### src/design/bpc_pkg.sv
// ----------------------------------------------------------------------------
// bpc_pkg - shared types and constants for the barometric compensation block
// Calibration word bundle, register indexes and the fixed temperature and
// pressure limits used by the compensation pipeline.
// ----------------------------------------------------------------------------
package bpc_pkg;

	localparam int RAW_W   = 24;
	localparam int COEFF_W = 16;
	localparam int REG_IDX_W = 3;
	localparam int TEMP_W  = 15;
	localparam int PRESS_W = 17;

	// depth of the compensation pipeline
	localparam int NSTG = 10;

	// register indexes of the calibration words
	localparam logic [REG_IDX_W-1:0] REG_SENS        = 3'd0;
	localparam logic [REG_IDX_W-1:0] REG_OFFSET      = 3'd1;
	localparam logic [REG_IDX_W-1:0] REG_SENS_TC     = 3'd2;
	localparam logic [REG_IDX_W-1:0] REG_OFFSET_TC   = 3'd3;
	localparam logic [REG_IDX_W-1:0] REG_REF_TEMP    = 3'd4;
	localparam logic [REG_IDX_W-1:0] REG_TEMP_SLOPE  = 3'd5;

	// temperature thresholds in 0.01 C, on the unsaturated 19-bit value
	localparam logic signed [18:0] TEMP_REF   = 19'sd2000;
	localparam logic signed [18:0] TEMP_XCOLD = -19'sd1500;

	// output limits
	localparam logic signed [TEMP_W-1:0] TEMP_LO = -15'sd4000;
	localparam logic signed [TEMP_W-1:0] TEMP_HI = 15'sd8500;
	localparam logic [PRESS_W-1:0] PRESS_HI = 17'd131071;

	typedef struct packed {
		logic [COEFF_W-1:0] sens;
		logic [COEFF_W-1:0] offset;
		logic [COEFF_W-1:0] sens_tc;
		logic [COEFF_W-1:0] offset_tc;
		logic [COEFF_W-1:0] ref_temp;
		logic [COEFF_W-1:0] temp_slope;
	} coeff_t;

endpackage

### src/design/bpc_regs.sv
// ----------------------------------------------------------------------------
// bpc_regs - calibration word registers
// Six 16-bit words written through the configuration channel; writes to an
// index past the list are dropped.
// ----------------------------------------------------------------------------
module bpc_regs (
	input  logic                           clk,
	input  logic                           arst_n,
	input  logic                           cfg_valid,
	output logic                           cfg_ready,
	input  logic [bpc_pkg::REG_IDX_W-1:0]  cfg_index,
	input  logic [bpc_pkg::COEFF_W-1:0]    cfg_data,
	output bpc_pkg::coeff_t                coeff
);

	bpc_pkg::coeff_t coeff_q;

	assign cfg_ready = 1'b1;
	assign coeff     = coeff_q;

	always_ff @(posedge clk or negedge arst_n) begin
		if (!arst_n) begin
			coeff_q <= '0;
		end else if (cfg_valid && cfg_ready) begin
			unique case (cfg_index)
				bpc_pkg::REG_SENS:       coeff_q.sens       <= cfg_data;
				bpc_pkg::REG_OFFSET:     coeff_q.offset     <= cfg_data;
				bpc_pkg::REG_SENS_TC:    coeff_q.sens_tc    <= cfg_data;
				bpc_pkg::REG_OFFSET_TC:  coeff_q.offset_tc  <= cfg_data;
				bpc_pkg::REG_REF_TEMP:   coeff_q.ref_temp   <= cfg_data;
				bpc_pkg::REG_TEMP_SLOPE: coeff_q.temp_slope <= cfg_data;
				default: ;
			endcase
		end
	end

endmodule

### config.mk
export PLATFORM = sky130hd
export DESIGN_NAME = bpc_regs
export DESIGN_NICKNAME = d
export VERILOG_FILES = /design/src/design/bpc_pkg.sv /design/src/design/bpc_regs.sv
export SDC_FILE = /design/constraint.sdc
export NUM_CORES = 1
export LEC_CHECK = 0
export BUFFER_PORTS_ARGS = -buffer_cell sky130_fd_sc_hd__buf_2
export CORE_ASPECT_RATIO = 1.1
export CORE_MARGIN = 2
export CORE_UTILIZATION = 25
export DETAILED_ROUTE_END_ITERATION = 16
export PLACE_DENSITY_LB_ADDON = 0.05
export SLEW_MARGIN = 15
export SYNTH_ARGS = -nofsm -noshare
export SYNTH_HDL_FRONTEND = slang
export SYNTH_SLANG_ARGS = --single-unit
### constraint.sdc
create_clock -name clk -period 0.9 [get_ports clk]
set_input_delay 0.09 -clock clk [delete_from_list [all_inputs] [get_ports clk]]
set_output_delay 0.09 -clock clk [all_outputs]
set_load 0.02 [all_outputs]
==> results.sh, run 1 <==
export IMPL_worstPathCellList="buf_6"
export IMPL_hold_viol=0
export IMPL_grt_usage=0.1347
export IMPL_finalCriticalPeriod_ns=0.9912
export IMPL_synth_top_family_by_area="multiplexers"
export IMPL_diodes=0
export IMPL_antenna_found_initial=0
export IMPL_worstPathMaxFanout=2
export IMPL_path_buf_inv=1
export IMPL_clkTransAtPathRegs_ns=0.07
export IMPL_gp_congestion=0.6594
export IMPL_cellLeakagePower_nw=2.925
export IMPL_initial_core_util=0.2554
export IMPL_grt_overflow=0
export IMPL_cts_root_buf="clkbuf_16"
export IMPL_cp_arrival_ns=0.90
export IMPL_core_rowCount=46
export IMPL_port_buffers=117
export IMPL_cp_required_ns=0.81
export IMPL_cts_tree="yes"
export IMPL_ios=119
export IMPL_drc=0
export IMPL_endpoint_kind="output port"
export IMPL_num_vias=2385
export IMPL_grt_setup_unrepaired="yes"
export IMPL_die_w_microns=119.8
export IMPL_htreeDepth=3
export IMPL_first_global_vias=2518
export IMPL_p_per_area_nw_per_um2=2556
export IMPL_synth_fa_ha_area_frac=0
export IMPL_worst_hold_slack_ns=0.05211
export IMPL_skew_ns=0
export IMPL_fillers=1339
export IMPL_synth_xor_area_frac=0
export IMPL_cp_top_family="flip-flops"
export IMPL_yosys_warnings=0
export IMPL_synth_area_sq_um=3690
export IMPL_grt_pass1_wl_microns=15710
export IMPL_crit_type="flop to output port"
export IMPL_peakVddDrop_uv=1097
export IMPL_place_inst=524
export IMPL_routedWlPerCell_microns=17.78
export IMPL_via_per_inst=4.155
export IMPL_fmax_ghz=1.009
export IMPL_startpoint_type="flop"
export IMPL_core_area_sq_um=14450
export IMPL_ys_seq_elements=96
export IMPL_slowest_delay_ns=0.41
export IMPL_synthCells=210
export IMPL_hpwl_microns=6708
export IMPL_post_place_ws_ns=-0.3600
export IMPL_final_cells=574
export IMPL_drtPass1Iterations=4
export IMPL_worstHoldPathType="input pin to flop"
export IMPL_drv_slew=0
export IMPL_die_y_microns=131.4
export IMPL_grt_start_max_net_pins=41
export IMPL_synth_area_mux_share=0.2930
export IMPL_status="complete, but fails checks"
export IMPL_syn_avg_cell_area_sq_um=17.57
export IMPL_setup_violations=99
export IMPL_cts_buffer_depth=2
export IMPL_drt_total_wl_microns=10200
export IMPL_period_share=1.101
export IMPL_ant_nets=0
export IMPL_place_area_sq_um=4841
export IMPL_violations="negative setup slack"
export IMPL_nets=399
export IMPL_fin_area_sq_um=6172
export IMPL_cp_slowest_cell="dfrtp_1"
export IMPL_ys_types=12
export IMPL_synth_compound_area_share=0
export IMPL_synth_simple_area_share=0.02475
export IMPL_syn_nets=232
export IMPL_area_growth_pct=67.28
export IMPL_power_total_mw=15.78
export IMPL_largest_reg_flops=96
export IMPL_die_area_sq_um=15750
export IMPL_worst_slack_ns=-0.09124
export IMPL_drt_iter0_drc=103
export IMPL_synth_yosys_seq_area_share=0.6511
export IMPL_drive_gt1_frac=0.7382
export IMPL_insertion_delay_ns=0.34
export IMPL_cts_buffers=9
export IMPL_cts_num_sinks=96
export IMPL_cap_violations=0
power breakdown:
| group | switching, mW | total [mW] | internal (mW) |
|---|---|---|---|
| clock | 1.66 | 4.12 | 2.46 |
| combinational | 2.25 | 5.63 | 3.38 |
| sequential | 0.755 | 6.03 | 5.28 |
| total | 4.66 | 15.8 | 11.1 |
cells in the final DEF, fill, tap and decap left out, drive strengths merged:
cell	n
and4bb	3
conb	1
mux2	96
dfrtp	96
nor4b	1
dlygate4sd3	1
clkbuf	15
bufinv	1
clkinv	1
nand4b	2
buf	165
logic make-up (layout without fill, tap and decap cells):
family        after synthesis  in the layout
buf+inv                    11            183
flops                      96             96
mux                        96             96
other cells                 1              1
simple gates                6              6
final cells by class:
class                      count  area (sq um)  share of cell area
tap                          192         240.2             0.03892
timing repair buffer         167          1798              0.2913
sequential                    96          2402              0.3892
clock inverter                 2         35.03            0.005676
clock buffer                  14         284.0             0.04602
multi-input combinational    103          1413              0.2289
Yosys cell counts:
| library cell | count | share of area |
|---|---|---|
| nor4b_4 | 1 | 0.0064 |
| and4bb_2 | 2 | 0.0068 |
| buf_4 | 1 | 0.0020 |
| buf_8 | 1 | 0.0041 |
| mux2_1 | 1 | 0.0031 |
| and4bb_1 | 1 | 0.0034 |
| buf_6 | 7 | 0.021 |
| conb_1 | 1 | 0.0010 |
| dfrtp_1 | 96 | 0.65 |
| nand4b_2 | 2 | 0.0081 |
| mux2_2 | 95 | 0.29 |
| buf_2 | 2 | 0.0027 |
routing by layer:
layer	up-vias	share of wire	track usage
met3	11	0.068	0.04514
met2	88	0.44	0.1838
met4	0	0.018	0.05882
met5	-	0	0
li1	1077	-	-
met1	1209	0.48	0.1921
final timing paths:
path / endpoint / startpoint / depth (start not counted) / slack, ns
setup / recovery: coeff[61] / coeff[61]$_DFFE_PN0P_ / 1 / -0.09
hold / removal: coeff[62]$_DFFE_PN0P_ / cfg_data[14] / 2 / 0.05
setup reg to reg: coeff[61]$_DFFE_PN0P_ / coeff[61]$_DFFE_PN0P_ / 2 / -0.02
hold reg to reg: coeff[9]$_DFFE_PN0P_ / coeff[9]$_DFFE_PN0P_ / 1 / 0.53
max in group asynchronous: coeff[80]$_DFFE_PN0P_ / arst_n / 3 / 0.27
min in group asynchronous: coeff[21]$_DFFE_PN0P_ / arst_n / 2 / 0.14
metrics by stage:
step                        util  TNS, ns
final                     0.4272   -6.812
after global routing      0.4272   -10.36
after CTS                 0.4119   -8.197
after detailed placement  0.3351   -28.79
after global placement    0.3351   -28.53
after floorplan                -   -15.84
timing repair:
item                       CTS  global route
pin swaps                    0             1
hold endpoints to repair    96             0
hold buffers                 1             0
setup buffers               24             8
gates cloned                 0             1
resized for setup          192            39
setup endpoints to repair   96           130
Note: power is estimated with default switching activity, not from simulation.
==> inputs of run 2 (changes only) <==
--- a/config.mk
+++ b/config.mk
@@ -12,5 +12,5 @@
 export DETAILED_ROUTE_END_ITERATION = 16
 export PLACE_DENSITY_LB_ADDON = 0.05
-export SLEW_MARGIN = 15
+export SETUP_SLACK_MARGIN = 0.05
 export SYNTH_ARGS = -nofsm -noshare
 export SYNTH_HDL_FRONTEND = slang
==> constraint.sdc (replaced) <==
create_clock -name clk -period 0.9 [get_ports clk]
set_input_delay 0.18 -clock clk [delete_from_list [all_inputs] [get_ports clk]]
set_output_delay 0.18 -clock clk [all_outputs]
set_load 0.02 [all_outputs]
==> results.sh, run 2 (synthesis results as in run 1) <==
export IMPL_r2r_worst_path_cells=3
export IMPL_core_rowCount=46
export IMPL_first_global_vias=2624
export IMPL_die_area_sq_um=15750
export IMPL_cap_violations=0
export IMPL_gp_congestion=0.6654
export IMPL_cp_arrival_ns=0.90
export IMPL_die_w_microns=119.8
export IMPL_layout_common_cells="107 x buf_6, 96 x dfrtp_1, 80 x mux2_4"
export IMPL_cellLeakagePower_nw=3.143
export IMPL_post_place_ws_ns=-0.4412
export IMPL_insertion_delay_ns=0.34
export IMPL_diodes=0
export IMPL_place_area_sq_um=4848
export IMPL_p_per_area_nw_per_um2=2422
export IMPL_place_inst=525
export IMPL_violations="negative setup slack"
export IMPL_cp_required_ns=0.72
export IMPL_cts_buffers=9
export IMPL_power_total_mw=15.73
export IMPL_r2r_start="coeff[78]$_DFFE_PN0P_"
export IMPL_drt_total_wl_microns=10940
export IMPL_drv_slew=0
export IMPL_worstHoldPathType="input pin to flop"
export IMPL_fmax_ghz=0.9235
export IMPL_cts_num_sinks=96
export IMPL_initial_core_util=0.2554
export IMPL_area_growth_pct=76.09
export IMPL_crit_cells=1
export IMPL_grt_overflow=0
export IMPL_endpoint_kind="output port"
export IMPL_slowest_delay_ns=0.41
export IMPL_nets=423
export IMPL_setup_tns_ns=-21.61
export IMPL_worstPathMaxFanout=2
export IMPL_grt_pass1_wl_microns=16790
export IMPL_fillers=1319
export IMPL_ios=119
export IMPL_crit_type="flop to output port"
export IMPL_hold_viol=0
export IMPL_path_buf_inv=1
export IMPL_num_vias=2506
export IMPL_setup_violations=172
export IMPL_drive_gt1_frac=0.7537
export IMPL_port_buffers=117
export IMPL_crit_end="coeff[20]"
export IMPL_status="complete, but fails checks"
export IMPL_startpoint_type="flop"
export IMPL_ant_nets=0
export IMPL_cts_root_buf="clkbuf_16"
export IMPL_cp_slowest_cell="dfrtp_1"
export IMPL_finalCriticalPeriod_ns=1.083
export IMPL_worst_slack_ns=-0.1828
export IMPL_peakVddDrop_uv=978.4
export IMPL_skew_ns=0
export IMPL_grt_setup_unrepaired="yes"
export IMPL_cts_buffer_depth=2
export IMPL_grt_usage=0.1430
export IMPL_via_per_inst=4.191
export IMPL_grt_start_max_net_pins=29
export IMPL_regToRegSetupSlack_ns=-0.10
export IMPL_r2r_end="coeff[78]$_DFFE_PN0P_"
export IMPL_cts_tree="yes"
export IMPL_die_y_microns=131.4
export IMPL_cp_top_family="flip-flops"
export IMPL_final_common_cell="buf_6"
export IMPL_largest_reg_flops=96
export IMPL_period_share=1.203
export IMPL_htreeDepth=3
export IMPL_startpoint="coeff[20]$_DFFE_PN0P_"
export IMPL_routedWlPerCell_microns=18.29
export IMPL_clkTransAtPathRegs_ns=0.07
export IMPL_drtPass1Iterations=4
export IMPL_drc=0
export IMPL_final_cells=598
export IMPL_hpwl_microns=6829
export IMPL_fin_area_sq_um=6497
export IMPL_drt_iter0_drc=63
export IMPL_core_area_sq_um=14450
export IMPL_antenna_found_initial=0
export IMPL_worstPathCellList="buf_6"
==> run 2: worst min-delay path by stage <==
stage                      startpoint  cells after the start                    end  slack, ns
after global routing      cfg_data[7]                      2  coeff[71]$_DFFE_PN0P_       0.15
after CTS                 cfg_data[7]                      2  coeff[23]$_DFFE_PN0P_       0.14
final                     cfg_data[3]                      2  coeff[51]$_DFFE_PN0P_       0.15
after detailed placement       arst_n                      1  coeff[21]$_DFFE_PN0P_       0.07
after global placement         arst_n                      1  coeff[21]$_DFFE_PN0P_       0.07
after floorplan                arst_n                      0   coeff[0]$_DFFE_PN0P_      -0.12
==> run 2: cell type report <==
class                   instances  area, sq um  share of cell area
flip-flops and latches         96         2402              0.3697
repair buffers                191         2063              0.3175
multi-input cells             103         1505              0.2317
clock buffers                  14        274.0             0.04217
well taps                     192        240.2             0.03697
clock inverters                 2        12.51            0.001926
==> run 2: repair_timing <==
item | in CTS | in global routing
pin swaps | 5 | 2
gates resized for setup | 254 | 9
hold buffers | 1 | 0
hold endpoints to repair | 84 | 0
buffers inserted | 33 | 29
endpoints found under the setup margin | 192 | 176
cloned | 4 | 0
==> run 2: worst register-to-register path, delay by kind of cell, from the launching register on <==
family	cells	cell delay (ns)
mux	1	0.25
flops	1	0.39
buf+inv	2	0.25
==> run 2: layer usage <==
| metal | wire length, microns | global-route usage |
|---|---|---|
| met5 | 0 | 0 |
| met4 | 144 | 0.05098 |
| met3 | 660 | 0.04470 |
| met2 | 4776 | 0.1930 |
| met1 | 5356 | 0.2129 |
==> run 2: report_power, final <==
part	total [mW]	switching, mW	internal, mW
logic	5.99	2.34	3.65
clock network	3.74	1.64	2.10
registers	6.01	0.730	5.28
total	15.7	4.71	11.0
==> run 2: metrics by stage <==
stage,hold slack (ns),util
finish,0.1458,0.4498
global route,0.1475,0.4498
CTS,0.1379,0.4386
detailed placement,0.06821,0.3356
global placement,0.07078,0.3356
floorplan,-0.1156,-
